`src/hdl/rfr_pkg.sv`:
```
`timescale 1ns / 1ps

package rfr_pkg;

    localparam int RELAY_COUNT = 8;
    localparam int RELAY_IDX_W = (RELAY_COUNT > 1) ? $clog2(RELAY_COUNT) : 1;
    localparam logic [7:0] RELAY_LIMIT = 8'(RELAY_COUNT);

    localparam logic [7:0]  SOF_BYTE      = 8'hA5;
    localparam logic [7:0]  REPORT_STATE  = 8'h20;
    localparam logic [7:0]  REPORT_SWITCH = 8'h21;
    localparam logic [15:0] CRC_POLY      = 16'hA001;
    localparam logic [15:0] CRC_INIT      = 16'hFFFF;
    localparam logic [15:0] SILENCE_RESET = 16'd10000;
    localparam logic [15:0] SILENCE_MAX   = 16'hFFFF;

    // byte positions within a frame, SOF is position 0
    localparam logic [2:0] POS_HUNT   = 3'd0;
    localparam logic [2:0] POS_CMD    = 3'd1;
    localparam logic [2:0] POS_INDEX  = 3'd2;
    localparam logic [2:0] POS_VALUE  = 3'd3;
    localparam logic [2:0] POS_SEQ    = 3'd4;
    localparam logic [2:0] POS_CRC_LO = 3'd5;
    localparam logic [2:0] POS_CRC_HI = 3'd6;

    localparam int QUEUE_DEPTH = 2;
    localparam int QPTR_W      = 1;
    localparam int QCNT_W      = 2;

    typedef struct packed {
        logic       is_tick;
        logic       is_sof;
        logic [7:0] data;
    } item_t;

    typedef struct packed {
        logic       change_valid;
        logic [2:0] relay_index;
        logic       new_state;
        logic       from_switch;
        logic       healthy;
        logic       crc_error;
    } result_t;

    function automatic logic [15:0] crc16_byte(input logic [15:0] crc, input logic [7:0] b);
        logic [15:0] c;
        c = crc ^ {8'h00, b};
        for (int k = 0; k < 8; k++)
        begin
            c = c[0] ? ((c >> 1) ^ CRC_POLY) : (c >> 1);
        end
        return c;
    endfunction

endpackage

```
`src/hdl/rfr_in_if.sv`:
```
`timescale 1ns / 1ps

interface rfr_in_if;
    logic       valid;
    logic       ready;
    logic       op;
    logic [7:0] rx_byte;

    modport source (output valid, output op, output rx_byte, input ready);
    modport sink   (input valid, input op, input rx_byte, output ready);
endinterface

```
`src/hdl/rfr_out_if.sv`:
```
`timescale 1ns / 1ps

interface rfr_out_if;
    logic       valid;
    logic       ready;
    logic       change_valid;
    logic [2:0] relay_index;
    logic       new_state;
    logic       from_switch;
    logic       healthy;
    logic       crc_error;

    modport source (output valid, output change_valid, output relay_index, output new_state,
                    output from_switch, output healthy, output crc_error, input ready);
    modport sink   (input valid, input change_valid, input relay_index, input new_state,
                    input from_switch, input healthy, input crc_error, output ready);
endinterface

```
`src/hdl/rfr_front.sv`:
```
`timescale 1ns / 1ps

module rfr_front
    import rfr_pkg::*;
(
    rfr_in_if.sink item,
    input  logic   q_full,
    output logic   push,
    output item_t  push_item
);

    assign item.ready = !q_full;
    assign push       = item.valid && !q_full;

    always_comb
    begin
        push_item.is_tick = item.op;
        push_item.is_sof  = (item.rx_byte == SOF_BYTE);
        push_item.data    = item.rx_byte;
    end

endmodule

```
`src/hdl/rfr_queue.sv`:
```
`timescale 1ns / 1ps

module rfr_queue
    import rfr_pkg::*;
(
    input  logic  clk,
    input  logic  rst_n,
    input  logic  push,
    input  item_t push_item,
    input  logic  pop,
    output item_t head,
    output logic  full,
    output logic  empty
);

    item_t             mem [QUEUE_DEPTH];
    logic [QPTR_W-1:0] wr_ptr_reg, wr_ptr_next;
    logic [QPTR_W-1:0] rd_ptr_reg, rd_ptr_next;
    logic [QCNT_W-1:0] count_reg, count_next;

    assign full  = (count_reg == QCNT_W'(QUEUE_DEPTH));
    assign empty = (count_reg == '0);
    assign head  = mem[rd_ptr_reg];

    always_comb
    begin
        wr_ptr_next = push ? wr_ptr_reg + QPTR_W'(1) : wr_ptr_reg;
        rd_ptr_next = pop ? rd_ptr_reg + QPTR_W'(1) : rd_ptr_reg;
        count_next  = count_reg;
        if (push && !pop)
        begin
            count_next = count_reg + QCNT_W'(1);
        end
        else if (pop && !push)
        begin
            count_next = count_reg - QCNT_W'(1);
        end
    end

    always_ff @(posedge clk)
    begin
        if (push)
        begin
            mem[wr_ptr_reg] <= push_item;
        end
    end

    always_ff @(posedge clk or negedge rst_n)
    begin
        if (!rst_n)
        begin
            wr_ptr_reg <= '0;
            rd_ptr_reg <= '0;
            count_reg  <= '0;
        end
        else
        begin
            wr_ptr_reg <= wr_ptr_next;
            rd_ptr_reg <= rd_ptr_next;
            count_reg  <= count_next;
        end
    end

endmodule

```
`src/hdl/rfr_back.sv`:
```
`timescale 1ns / 1ps

module rfr_back
    import rfr_pkg::*;
(
    input  logic        clk,
    input  logic        rst_n,
    input  item_t       head,
    input  logic        empty,
    output logic        pop,
    input  logic [15:0] silence_limit,
    rfr_out_if.source   result
);

    logic [2:0]             pos_reg, pos_next;
    logic [15:0]            crc_reg, crc_next;
    logic [7:0]             cmd_reg, cmd_next;
    logic [7:0]             idx_reg, idx_next;
    logic                   val_reg, val_next;
    logic [7:0]             crc_lo_reg, crc_lo_next;
    logic [RELAY_COUNT-1:0] relays_reg, relays_next;
    logic [15:0]            silence_reg, silence_next;
    logic                   healthy_reg, healthy_next;
    logic                   out_valid_reg;
    result_t                res_reg, res_next;

    logic [15:0]            silence_inc;
    logic [RELAY_IDX_W-1:0] rel_sel;
    logic                   idx_ok;
    logic                   is_relay_cmd;

    assign pop = !empty && (!out_valid_reg || result.ready);

    assign silence_inc  = (silence_reg == SILENCE_MAX) ? silence_reg : silence_reg + 16'd1;
    assign rel_sel      = idx_reg[RELAY_IDX_W-1:0];
    assign idx_ok       = (idx_reg < RELAY_LIMIT);
    assign is_relay_cmd = (cmd_reg == REPORT_STATE) || (cmd_reg == REPORT_SWITCH);

    always_comb
    begin
        pos_next     = pos_reg;
        crc_next     = crc_reg;
        cmd_next     = cmd_reg;
        idx_next     = idx_reg;
        val_next     = val_reg;
        crc_lo_next  = crc_lo_reg;
        relays_next  = relays_reg;
        silence_next = silence_reg;
        healthy_next = healthy_reg;
        res_next     = '0;

        if (head.is_tick)
        begin
            silence_next = silence_inc;
            if (silence_inc > silence_limit)
            begin
                healthy_next = 1'b0;
            end
        end
        else
        begin
            silence_next = '0;
            healthy_next = 1'b1;
            case (pos_reg)
                POS_HUNT:
                begin
                    if (head.is_sof)
                    begin
                        pos_next = POS_CMD;
                        crc_next = CRC_INIT;
                    end
                end
                POS_CMD:
                begin
                    cmd_next = head.data;
                    crc_next = crc16_byte(crc_reg, head.data);
                    pos_next = POS_INDEX;
                end
                POS_INDEX:
                begin
                    idx_next = head.data;
                    crc_next = crc16_byte(crc_reg, head.data);
                    pos_next = POS_VALUE;
                end
                POS_VALUE:
                begin
                    val_next = (head.data != 8'h00);
                    crc_next = crc16_byte(crc_reg, head.data);
                    pos_next = POS_SEQ;
                end
                POS_SEQ:
                begin
                    crc_next = crc16_byte(crc_reg, head.data);
                    pos_next = POS_CRC_LO;
                end
                POS_CRC_LO:
                begin
                    crc_lo_next = head.data;
                    pos_next    = POS_CRC_HI;
                end
                POS_CRC_HI:
                begin
                    pos_next = POS_HUNT;
                    crc_next = CRC_INIT;
                    if ({head.data, crc_lo_reg} != crc_reg)
                    begin
                        res_next.crc_error = 1'b1;
                    end
                    else if (is_relay_cmd && idx_ok && (relays_reg[rel_sel] != val_reg))
                    begin
                        relays_next[rel_sel] = val_reg;
                        res_next.change_valid = 1'b1;
                        res_next.relay_index  = idx_reg[2:0];
                        res_next.new_state    = val_reg;
                        res_next.from_switch  = (cmd_reg == REPORT_SWITCH);
                    end
                end
                default:
                begin
                    pos_next = POS_HUNT;
                end
            endcase
        end
        res_next.healthy = healthy_next;
    end

    always_ff @(posedge clk)
    begin
        if (pop)
        begin
            cmd_reg    <= cmd_next;
            idx_reg    <= idx_next;
            val_reg    <= val_next;
            crc_lo_reg <= crc_lo_next;
            res_reg    <= res_next;
        end
    end

    always_ff @(posedge clk or negedge rst_n)
    begin
        if (!rst_n)
        begin
            pos_reg       <= POS_HUNT;
            crc_reg       <= CRC_INIT;
            relays_reg    <= '0;
            silence_reg   <= '0;
            healthy_reg   <= 1'b1;
            out_valid_reg <= 1'b0;
        end
        else
        begin
            if (pop)
            begin
                pos_reg     <= pos_next;
                crc_reg     <= crc_next;
                relays_reg  <= relays_next;
                silence_reg <= silence_next;
                healthy_reg <= healthy_next;
            end
            if (pop)
            begin
                out_valid_reg <= 1'b1;
            end
            else if (result.ready)
            begin
                out_valid_reg <= 1'b0;
            end
        end
    end

    assign result.valid        = out_valid_reg;
    assign result.change_valid = res_reg.change_valid;
    assign result.relay_index  = res_reg.relay_index;
    assign result.new_state    = res_reg.new_state;
    assign result.from_switch  = res_reg.from_switch;
    assign result.healthy      = res_reg.healthy;
    assign result.crc_error    = res_reg.crc_error;

endmodule

```
`src/hdl/relay_frame_receiver.sv`:
```
// Result path: an accepted item is first written into the queue, then the back end pops it and
// registers its result word in the output register.
// Throughput: one word per cycle while results are taken; CRC byte update and relay write as a word pops.
// A stalled result holds in the output register while the two-entry queue takes words until it is full.
// Reset (rst_n, async, active low): queue and result empty, frame hunt for SOF, relays off,
// link healthy, silence count zero, silence limit 10000.
`timescale 1ns / 1ps

module relay_frame_receiver
    import rfr_pkg::*;
(
    input  logic        clk,
    input  logic        rst_n,
    rfr_in_if.sink      item,
    rfr_out_if.source   result,
    input  logic        cfg_we,
    input  logic [15:0] cfg_data
);

    logic        q_full;
    logic        q_empty;
    logic        push;
    logic        pop;
    item_t       push_item;
    item_t       head;
    logic [15:0] silence_limit_reg;

    always_ff @(posedge clk or negedge rst_n)
    begin
        if (!rst_n)
        begin
            silence_limit_reg <= SILENCE_RESET;
        end
        else if (cfg_we)
        begin
            silence_limit_reg <= cfg_data;
        end
    end

    rfr_front u_front (
        .item      (item),
        .q_full    (q_full),
        .push      (push),
        .push_item (push_item)
    );

    rfr_queue u_queue (
        .clk       (clk),
        .rst_n     (rst_n),
        .push      (push),
        .push_item (push_item),
        .pop       (pop),
        .head      (head),
        .full      (q_full),
        .empty     (q_empty)
    );

    rfr_back u_back (
        .clk           (clk),
        .rst_n         (rst_n),
        .head          (head),
        .empty         (q_empty),
        .pop           (pop),
        .silence_limit (silence_limit_reg),
        .result        (result)
    );

endmodule

```
`src/flat_wrapper.sv`:
```
// flat-port wrapper written by rule: the top's interface ports become plain ports
module relay_frame_receiver_flat import rfr_pkg::*;
  (clk, rst_n, cfg_we, cfg_data, item_valid, item_op, item_rx_byte, item_ready, result_valid, result_change_valid, result_relay_index, result_new_state, result_from_switch, result_healthy, result_crc_error, result_ready);
  rfr_in_if item_i ();
  rfr_out_if result_i ();
  input  logic clk;
  input  logic rst_n;
  input  logic cfg_we;
  input  logic [15:0] cfg_data;
  input wire logic [$bits(item_i.valid)-1:0] item_valid;
  input wire logic [$bits(item_i.op)-1:0] item_op;
  input wire logic [$bits(item_i.rx_byte)-1:0] item_rx_byte;
  output wire logic [$bits(item_i.ready)-1:0] item_ready;
  output wire logic [$bits(result_i.valid)-1:0] result_valid;
  output wire logic [$bits(result_i.change_valid)-1:0] result_change_valid;
  output wire logic [$bits(result_i.relay_index)-1:0] result_relay_index;
  output wire logic [$bits(result_i.new_state)-1:0] result_new_state;
  output wire logic [$bits(result_i.from_switch)-1:0] result_from_switch;
  output wire logic [$bits(result_i.healthy)-1:0] result_healthy;
  output wire logic [$bits(result_i.crc_error)-1:0] result_crc_error;
  input wire logic [$bits(result_i.ready)-1:0] result_ready;
  assign item_i.valid = item_valid;
  assign item_i.op = item_op;
  assign item_i.rx_byte = item_rx_byte;
  assign item_ready = item_i.ready;
  assign result_valid = result_i.valid;
  assign result_change_valid = result_i.change_valid;
  assign result_relay_index = result_i.relay_index;
  assign result_new_state = result_i.new_state;
  assign result_from_switch = result_i.from_switch;
  assign result_healthy = result_i.healthy;
  assign result_crc_error = result_i.crc_error;
  assign result_i.ready = result_ready;
  relay_frame_receiver u_core (.clk(clk), .rst_n(rst_n), .item(item_i), .result(result_i), .cfg_we(cfg_we), .cfg_data(cfg_data));
endmodule
```
`config.mk`:
```
export PLATFORM = sky130hd
export DESIGN_NAME = relay_frame_receiver_flat
export DESIGN_NICKNAME = d
export VERILOG_FILES = /design/src/hdl/rfr_pkg.sv /design/src/hdl/rfr_in_if.sv /design/src/hdl/rfr_out_if.sv /design/src/hdl/rfr_front.sv /design/src/hdl/rfr_queue.sv /design/src/hdl/rfr_back.sv /design/src/hdl/relay_frame_receiver.sv /design/src/flat_wrapper.sv
export SDC_FILE = /design/constraint.sdc
export NUM_CORES = 1
export LEC_CHECK = 0
export BUFFER_PORTS_ARGS = -buffer_cell sky130_fd_sc_hd__buf_2
export CAP_MARGIN = 10
export CORE_UTILIZATION = 50
export DETAILED_ROUTE_END_ITERATION = 8
export HOLD_SLACK_MARGIN = 0.02
export PLACE_DENSITY = 0.75
export RECOVER_POWER = 50
export SYNTH_ARGS = -nofsm -noshare
export SYNTH_HDL_FRONTEND = slang
export SYNTH_SLANG_ARGS = --single-unit
```
`constraint.sdc`:
```
create_clock -name clk -period 7.8 [get_ports clk]
set_input_delay 0.39 -clock clk [delete_from_list [all_inputs] [get_ports clk]]
set_output_delay 0.39 -clock clk [all_outputs]
set_load 0.05 [all_outputs]
```
==> metrics.txt, run 1 <==
# TYPE chip_impl_metric gauge
chip_impl_metric{name="yosysSeqAreaShare",unit="%"} 56.35
chip_impl_metric{name="htree_num_levels",unit=""} 4
chip_impl_info{name="synthTopCellsByCount",value="53 x sky130_fd_sc_hd__edfxtp_1, 53 x sky130_fd_sc_hd__nand2_1, 45 x sky130_fd_sc_hd__xnor2_1"} 1
chip_impl_metric{name="dp_hpwl",unit="mm"} 7.646
chip_impl_metric{name="power_report.internal_total",unit="W"} 0.001739
chip_impl_info{name="violations_in_the_final_reports",value="max-capacitance violations, max-slew violations"} 1
chip_impl_metric{name="first_global_vias",unit=""} 3999
chip_impl_metric{name="async_flop_share",unit="%"} 55.08
chip_impl_metric{name="switching_share",unit="%"} 33.63
chip_impl_metric{name="share_comb_of_total_power",unit="%"} 35.2
chip_impl_metric{name="gr-usage-all-layers",unit="%"} 21.10
chip_impl_metric{name="routed_wl",unit="mm"} 10.88
chip_impl_metric{name="critical_path.max_fanout",unit=""} 6
chip_impl_metric{name="vdd_ir_drop_max",unit="mV"} 0.2662
chip_impl_info{name="grt_setup_unrepaired",value="no"} 1
chip_impl_metric{name="post_layout_net_count",unit=""} 593
chip_impl_metric{name="design.core.area",unit="um^2"} 11030
chip_impl_info{name="synthDominantAreaCellType",value="sky130_fd_sc_hd__edfxtp_1"} 1
chip_impl_metric{name="fillerInstances",unit=""} 915
chip_impl_info{name="top_register",value="u_core.u_queue.mem"} 1
chip_impl_metric{name="grt_antenna_before_repair",unit=""} 0
chip_impl_metric{name="power_density_relative_to_cell_area",unit="nW/um^2"} 396.3
chip_impl_metric{name="crit_buf_inv",unit=""} 0
chip_impl_metric{name="grt_first_pass_wirelength",unit="mm"} 18.73
chip_impl_metric{name="vias",unit=""} 3872
chip_impl_metric{name="largest_register_ffs",unit=""} 20
chip_impl_info{name="outcome",value="finished with violations"} 1
chip_impl_info{name="tritoncts",value="done"} 1
chip_impl_metric{name="antennaDiodeCount",unit=""} 0
chip_impl_metric{name="area.sequential",unit="um^2"} 3246
chip_impl_metric{name="multi_input_area",unit="um^2"} 2326
chip_impl_metric{name="p_clk_share",unit="%"} 28.6
chip_impl_info{name="yosys-top-cells-area",value="sky130_fd_sc_hd__edfxtp_1 28%, sky130_fd_sc_hd__dfrtp_1 19%, sky130_fd_sc_hd__dfstp_2 10%"} 1
chip_impl_metric{name="setup-violations-final",unit=""} 0
chip_impl_metric{name="cts_sinks",unit=""} 118
chip_impl_metric{name="syn-num-nets",unit=""} 551
chip_impl_metric{name="syn_area",unit="um^2"} 5759
chip_impl_metric{name="synth_area_per_cell",unit="um^2"} 11.45
chip_impl_metric{name="drt.antenna.violating_nets",unit=""} 0
chip_impl_metric{name="sequential_power_share",unit="%"} 36.2
chip_impl_metric{name="cp.arrival",unit="ns"} 3.96
chip_impl_metric{name="post_cts.repair.setup_buffers",unit=""} 0
chip_impl_metric{name="cts_buffers",unit=""} 17
chip_impl_metric{name="fp-row-count",unit=""} 38
chip_impl_metric{name="finalClockSkew",unit="ns"} 0.003903
chip_impl_metric{name="finalSetupTns",unit="ns"} 0
chip_impl_metric{name="drv_slew",unit=""} 66
chip_impl_metric{name="timing.slew.headroom",unit="%"} -131.7
chip_impl_info{name="cts.root.buffer_cell",value="sky130_fd_sc_hd__clkbuf_16"} 1
chip_impl_info{name="critical_path.endpoint_type",value="flop"} 1
chip_impl_metric{name="power.leakage",unit="nW"} 2.679
chip_impl_metric{name="placed_cells_incl_taps",unit=""} 666
chip_impl_metric{name="die_y",unit="um"} 109.3
chip_impl_metric{name="viasPerCell",unit=""} 5.547
chip_impl_metric{name="area_growth_syn_to_layout",unit="%"} 14.84
chip_impl_metric{name="cap_violations",unit=""} 1
chip_impl_metric{name="remaining_drc_errors",unit=""} 0
chip_impl_info{name="dominantRegCellSynth",value="sky130_fd_sc_hd__edfxtp_1"} 1
chip_impl_metric{name="synth_enable_flop_cells",unit=""} 53
chip_impl_metric{name="drtIter0Drc",unit=""} 218
chip_impl_metric{name="switching_power",unit="W"} 0.0008813
chip_impl_info{name="worst_path_most_repeated_cell",value="sky130_fd_sc_hd__o21ai_0"} 1
chip_impl_metric{name="max_stage_delay",unit="ns"} 0.86
chip_impl_metric{name="drive_above_1_share",unit="%"} 14.70
chip_impl_metric{name="fp.dieW",unit="um"} 109.3
chip_impl_metric{name="synth.distinct_cells",unit=""} 53
chip_impl_metric{name="dr.pass1.iters",unit=""} 5
chip_impl_metric{name="post-layout-total-power",unit="W"} 0.002621
chip_impl_metric{name="layout_min_cycle_time",unit="ns"} 3.811
chip_impl_metric{name="route.detailed.wl_per_inst",unit="um"} 15.59
chip_impl_metric{name="final_cells",unit=""} 698
chip_impl_metric{name="fin_crit_sh",unit="%"} 48.86
chip_impl_metric{name="synth.ff_latch_count",unit=""} 118
chip_impl_metric{name="tightest_slew",unit="ns"} 3.475
chip_impl_metric{name="die_area",unit="um^2"} 11950
chip_impl_info{name="critical-path-top-delay-family",value="simple AND/OR/NAND/NOR gates"} 1
chip_impl_metric{name="finalWeightedCongestion",unit=""} 0.8557
chip_impl_metric{name="cts_resized",unit=""} 0
chip_impl_metric{name="clock_path_buffers",unit=""} 2
chip_impl_info{name="timing.hold.worst.class",value="input port to flop"} 1
chip_impl_metric{name="pin_count_of_the_biggest_net_entering_global_routing",unit=""} 66
chip_impl_metric{name="ys_warn_count",unit=""} 0
chip_impl_metric{name="yosys.area.top_type_share",unit="%"} 27.63
chip_impl_info{name="critical_path.startpoint_type",value="flop"} 1
chip_impl_metric{name="cp_data_required_time",unit="ns"} 7.95
chip_impl_metric{name="max_clock_freq",unit="MHz"} 262.4
chip_impl_info{name="type_of_the_setup_path_with_the_least_slack",value="flop to flop"} 1
chip_impl_metric{name="timing.hold.ws",unit="ns"} 0.1836
chip_impl_metric{name="top_level_ports",unit=""} 40
chip_impl_metric{name="cts_hold_buffers",unit=""} 0
chip_impl_metric{name="numPortBuffers",unit=""} 39
chip_impl_metric{name="clkLatencyLatePin",unit="ns"} 0.41
chip_impl_info{name="slowest_stage",value="sky130_fd_sc_hd__nor4b_1"} 1
chip_impl_metric{name="post_synth_inst_count",unit=""} 503
chip_impl_metric{name="hold_violations",unit=""} 0
chip_impl_metric{name="initial_core_util",unit="%"} 52.21
chip_impl_metric{name="path_clk_slew",unit="ns"} 0.05
chip_impl_metric{name="grt-ovfl-total",unit=""} 0
chip_impl_info{name="timing.critical_path.cells",value="ha_1, nand4_1, nor4_1, nor4b_1, nand3_1, xnor2_1, ha_1, nand2_1, o21ai_0, a31oi_1, o21ai_0, a21oi_1, o21ai_0, nand2_1"} 1
==> power groups by stage <==
stage                     logic [W]  clock network (W)  registers [W]
final                      0.000922           0.000750       0.000949
after global routing        0.00101           0.000792       0.000967
after CTS                  0.000934           0.000760       0.000948
after detailed placement   0.000924                  0       0.000958
after global placement     0.000902                  0       0.000950
after floorplan            0.000734                  0       0.000955
==> worst reg2reg max path, delay by kind of cell (launching register included) <==
kind	cells	cell delay [ns]
AO/OA/AOI/OAI	5	0.69
XOR/XNOR	1	0.19
adder cells (fa/ha/maj)	2	0.57
flip-flops	1	0.44
AND/OR/NAND/NOR	6	1.64
==> placed cells by master (no fill, tap or decap), types with 7 or more instances in the layout <==
master,n
sky130_fd_sc_hd__a21oi_1,21
sky130_fd_sc_hd__nand3_1,7
sky130_fd_sc_hd__clkbuf_16,17
sky130_fd_sc_hd__mux2_1,9
sky130_fd_sc_hd__clkbuf_1,24
sky130_fd_sc_hd__nand2_1,53
sky130_fd_sc_hd__dfstp_2,22
sky130_fd_sc_hd__nor2_1,31
sky130_fd_sc_hd__nor4_1,10
sky130_fd_sc_hd__buf_2,20
sky130_fd_sc_hd__edfxtp_1,53
sky130_fd_sc_hd__xnor2_1,45
sky130_fd_sc_hd__xor2_1,9
sky130_fd_sc_hd__ha_1,18
sky130_fd_sc_hd__dfrtp_1,43
sky130_fd_sc_hd__o21ai_0,28
sky130_fd_sc_hd__nand4_1,19
sky130_fd_sc_hd__o22a_1,8
sky130_fd_sc_hd__inv_1,26
sky130_fd_sc_hd__o21ai_1,7
==> through the flow <==
stage | utilization (%) | setup WS [ns] | area, um^2
6_report | 59.96 | 3.989 | 6614
5_1_grt | 59.96 | 3.574 | 6614
4_1_cts | 60.24 | 4.018 | 6645
3_5_place_dp | 55.06 | 4.037 | 6073
3_3_place_gp | 55.06 | 4.398 | 6073
2_1_floorplan | - | 4.563 | 5759
==> final timing paths <==
path	from	to	slack, ns	cells past startpoint
max	u_core.u_back.silence_reg[0]	u_core.u_back.result.healthy	3.99	14
min	cfg_data[14]	u_core.silence_limit_reg[14]	0.18	3
max reg2reg	u_core.u_back.silence_reg[0]	u_core.u_back.result.healthy	3.99	14
min reg2reg	u_core.u_back.relays_reg[3]	u_core.u_back.relays_reg[3]	0.49	1
max in group asynchronous	rst_n	u_core.u_back.silence_reg[1]	4.56	2
min in group asynchronous	rst_n	u_core.silence_limit_reg[3]	1.25	2
==> layout make-up <==
type	count	share of cell area, %
Sequential cell	118	49.07
Multi-Input combinational cell	338	35.17
Clock buffer	20	6.602
Timing Repair Buffer	43	2.932
Tap cell	140	2.649
Clock inverter	12	2.043
Inverter	27	1.532
==> layer usage <==
metal / track usage (%) / share of wire, %
met3: 6.698 / 5.2
met5: 0 / 0
met4: 9.333 / 2.4
met2: 32.66 / 46
met1: 27.29 / 46
==> cell families after synthesis <==
family	after synthesis	synth area share [%]
XOR/XNOR	56	8.994
buffers and inverters	47	3.258
AND/OR/NAND/NOR	152	13.17
multiplexers	23	4.845
AO/OA/AOI/OAI	89	9.472
adder cells (fa/ha/maj)	18	3.911
flip-flops	118	56.35
No activity file was read; power rests on OpenSTA's default activity.
==> run 2, diff against run 1 <==
clock period = 3.7 ns   (was 7.8 ns; I/O delays follow)
==> run 2 against run 1 <==
Net effect: the run still ends with max-capacitance violations, max-slew violations left; flip-flop and latch count unchanged; design area up 6.2%; sequential share of layout area down 2.9 points; via count up 5.1%; global-route usage up 0.95 points; largest cell class unchanged.
==> metrics.txt, run 2 (synthesis results as in run 1) <==
# TYPE chip_impl_metric gauge
chip_impl_metric{name="grt_use_met1",unit="%"} 29.28
chip_impl_info{name="slowest_stage",value="sky130_fd_sc_hd__dfrtp_1"} 1
chip_impl_metric{name="p_clk_share",unit="%"} 30.7
chip_impl_info{name="grt_most_used_layer",value="met2"} 1
chip_impl_metric{name="initial_core_util",unit="%"} 52.21
chip_impl_metric{name="timing.hold.ws",unit="ns"} 0.04245
chip_impl_metric{name="cts_buffers",unit=""} 17
chip_impl_metric{name="power_report.internal_total",unit="W"} 0.003801
chip_impl_metric{name="post_layout_net_count",unit=""} 626
chip_impl_metric{name="largest_register_ffs",unit=""} 20
chip_impl_metric{name="timing.slew.headroom",unit="%"} -6.952
chip_impl_metric{name="fp-row-count",unit=""} 38
chip_impl_metric{name="max_clock_freq",unit="MHz"} 284.4
chip_impl_info{name="tritoncts",value="done"} 1
chip_impl_metric{name="path_clk_slew",unit="ns"} 0.06
chip_impl_metric{name="die_y",unit="um"} 109.3
chip_impl_info{name="top_register",value="u_core.u_queue.mem"} 1
chip_impl_metric{name="area_growth_syn_to_layout",unit="%"} 21.96
chip_impl_metric{name="sequential_power_share",unit="%"} 34.4
chip_impl_metric{name="drt.antenna.violating_nets",unit=""} 0
chip_impl_metric{name="preCtsSetupSlack",unit="ns"} 0.03366
chip_impl_metric{name="placed_cells_incl_taps",unit=""} 671
chip_impl_metric{name="hold_violations",unit=""} 0
chip_impl_metric{name="clock_path_buffers",unit=""} 2
chip_impl_metric{name="htree_num_levels",unit=""} 4
chip_impl_metric{name="placed_cell_area",unit="um^2"} 6111
chip_impl_metric{name="routed_wl",unit="mm"} 11.64
chip_impl_metric{name="grtUsageMet3",unit="%"} 4.327
chip_impl_metric{name="design.core.area",unit="um^2"} 11030
chip_impl_info{name="critical_path.endpoint_type",value="flop"} 1
chip_impl_metric{name="max_stage_delay",unit="ns"} 0.44
chip_impl_info{name="cts.root.buffer_cell",value="sky130_fd_sc_hd__clkbuf_16"} 1
chip_impl_metric{name="setup-violations-final",unit=""} 0
chip_impl_info{name="layout.cells.most_common_list",value="53 x sky130_fd_sc_hd__nand2_1, 53 x sky130_fd_sc_hd__edfxtp_1, 45 x sky130_fd_sc_hd__xnor2_1"} 1
chip_impl_metric{name="vdd_ir_drop_max",unit="mV"} 0.4378
chip_impl_metric{name="first_global_vias",unit=""} 4129
chip_impl_metric{name="final_worst_path_setup_slack",unit="ns"} 0.1837
chip_impl_metric{name="power_density_relative_to_cell_area",unit="nW/um^2"} 817.6
chip_impl_metric{name="drv_slew",unit=""} 31
chip_impl_metric{name="switching_share",unit="%"} 33.81
chip_impl_metric{name="remaining_drc_errors",unit=""} 0
chip_impl_metric{name="grt_first_pass_wirelength",unit="mm"} 19.88
chip_impl_info{name="timing.critical_path.cells",value="ha_1, nand4_1, buf_4, buf_4, nor4b_2, nand3_1, xnor2_1, ha_1, nand2_1, o21ai_0, a31oi_1, o21ai_0, a21oi_1, o21ai_0, nand2_1"} 1
chip_impl_metric{name="grtUsageMet2",unit="%"} 35.71
chip_impl_metric{name="switching_power",unit="W"} 0.001941
chip_impl_metric{name="crit_buf_inv",unit=""} 2
chip_impl_metric{name="post-layout-total-power",unit="W"} 0.005743
chip_impl_metric{name="grt-ovfl-total",unit=""} 0
chip_impl_metric{name="critical_path.max_fanout",unit=""} 6
chip_impl_metric{name="area.sequential",unit="um^2"} 3246
chip_impl_metric{name="top_level_ports",unit=""} 40
chip_impl_info{name="type_of_the_setup_path_with_the_least_slack",value="flop to flop"} 1
chip_impl_metric{name="power.leakage",unit="nW"} 2.874
chip_impl_metric{name="dr.pass1.iters",unit=""} 5
chip_impl_info{name="outcome",value="finished with violations"} 1
chip_impl_info{name="timing.hold.worst.class",value="input port to flop"} 1
chip_impl_metric{name="route.detailed.wl_per_inst",unit="um"} 15.92
chip_impl_metric{name="cap_violations",unit=""} 1
chip_impl_metric{name="share_comb_of_total_power",unit="%"} 34.9
chip_impl_info{name="violations_in_the_final_reports",value="max-capacitance violations, max-slew violations"} 1
chip_impl_metric{name="drtIter0Drc",unit=""} 274
chip_impl_metric{name="cp_data_required_time",unit="ns"} 3.85
chip_impl_metric{name="cp.arrival",unit="ns"} 3.66
chip_impl_metric{name="postLayoutCellArea",unit="um^2"} 7024
chip_impl_metric{name="fillerInstances",unit=""} 868
chip_impl_metric{name="layout_min_cycle_time",unit="ns"} 3.516
chip_impl_metric{name="multi_input_area",unit="um^2"} 2359
chip_impl_metric{name="die_area",unit="um^2"} 11950
chip_impl_metric{name="dp_hpwl",unit="mm"} 7.610
chip_impl_metric{name="viasPerCell",unit=""} 5.565
chip_impl_info{name="worst_path_most_repeated_cell",value="sky130_fd_sc_hd__o21ai_0"} 1
chip_impl_metric{name="antennaDiodeCount",unit=""} 0
chip_impl_metric{name="drive_above_1_share",unit="%"} 17.09
chip_impl_metric{name="grt_antenna_before_repair",unit=""} 0
chip_impl_metric{name="finalWeightedCongestion",unit=""} 0.8646
chip_impl_metric{name="gr-usage-all-layers",unit="%"} 22.05
chip_impl_metric{name="vias",unit=""} 4068
chip_impl_metric{name="cts_sinks",unit=""} 118
chip_impl_metric{name="clkLatencyLatePin",unit="ns"} 0.41
chip_impl_metric{name="fin_crit_sh",unit="%"} 95.04
chip_impl_info{name="critical-path-top-delay-family",value="simple AND/OR/NAND/NOR gates"} 1
chip_impl_metric{name="numPortBuffers",unit=""} 39
chip_impl_metric{name="fp.dieW",unit="um"} 109.3
chip_impl_info{name="critical_path.startpoint_type",value="flop"} 1
chip_impl_metric{name="finalClockSkew",unit="ns"} 0.008803
chip_impl_metric{name="tightest_slew",unit="ns"} 1.604
chip_impl_metric{name="final_cells",unit=""} 731
chip_impl_metric{name="pin_count_of_the_biggest_net_entering_global_routing",unit=""} 37
-- run 2: cell types whose count changed in the layout (fill, tap and decap cells not counted), moves of 4 or more --
cell	previous run	this run
sky130_fd_sc_hd__dlygate4sd3_1	0	26
sky130_fd_sc_hd__buf_4	2	9
sky130_fd_sc_hd__clkbuf_1	24	20
sky130_fd_sc_hd__clkinv_1	4	0
sky130_fd_sc_hd__inv_6	0	4
-- run 2: through the flow --
step,utilization [%],TNS (ns)
6_report,63.68,0
5_1_grt,63.68,-0.004112
4_1_cts,63.58,0
3_5_place_dp,55.40,0
3_3_place_gp,55.40,0
2_1_floorplan,-,0
-- run 2: final timing paths --
check | depth (start not counted) | slack [ns] | startpoint | endpoint
max in group asynchronous | 3 | 1.36 | rst_n | u_core.u_back.pos_reg[2]
max | 15 | 0.18 | u_core.u_back.silence_reg[0] | u_core.u_back.result.healthy
min | 3 | 0.04 | result_ready | u_core.u_back.result.valid
max reg2reg | 15 | 0.18 | u_core.u_back.silence_reg[0] | u_core.u_back.result.healthy
min reg2reg | 1 | 0.49 | u_core.u_back.relays_reg[0] | u_core.u_back.relays_reg[0]
min in group asynchronous | 2 | 0.72 | rst_n | u_core.u_back.silence_reg[7]
-- run 2: power by group through the flow --
stage / Sequential (W) / Clock, W / Combinational, W
after detailed placement: 0.00199 / 0 / 0.00198
after global routing: 0.00201 / 0.00185 / 0.00219
final: 0.00197 / 0.00176 / 0.00201
after global placement: 0.00198 / 0 / 0.00192
after floorplan: 0.00201 / 0 / 0.00155
after CTS: 0.00197 / 0.00178 / 0.00202
-- run 2: repair_timing --
| item | in CTS | in global routing |
|---|---|---|
| endpoints found under the setup margin | 1 | 2 |
| buffers inserted | 0 | 2 |
| gates cloned | 0 | 0 |
| pin swaps | 0 | 1 |
| endpoints found under the hold margin | 57 | 0 |
| gates resized for setup | 1 | 5 |
| hold buffers | 26 | 0 |
-- run 2: layout make-up --
type	count	share of cell area, %
clock buffers	18	6.252
clock inverters	14	2.797
inverters	27	1.443
multi-input cells	338	33.58
flip-flops and latches	118	46.21
well taps	140	2.494
repair buffers	76	7.232
-- run 2: layer usage --
| layer | routed length [um] | vias up |
|---|---|---|
| met3 | 460 | 17 |
| li1 | - | 1950 |
| met5 | 0 | - |
| met1 | 5283 | 1992 |
| met2 | 5714 | 109 |
| met4 | 182 | 0 |
-- run 2: tightest hold or removal path: stages --
cell and delay, ns:
sky130_fd_sc_hd__buf_2 0.07, sky130_fd_sc_hd__nand2b_1 0.11, sky130_fd_sc_hd__nand2_1 0.05
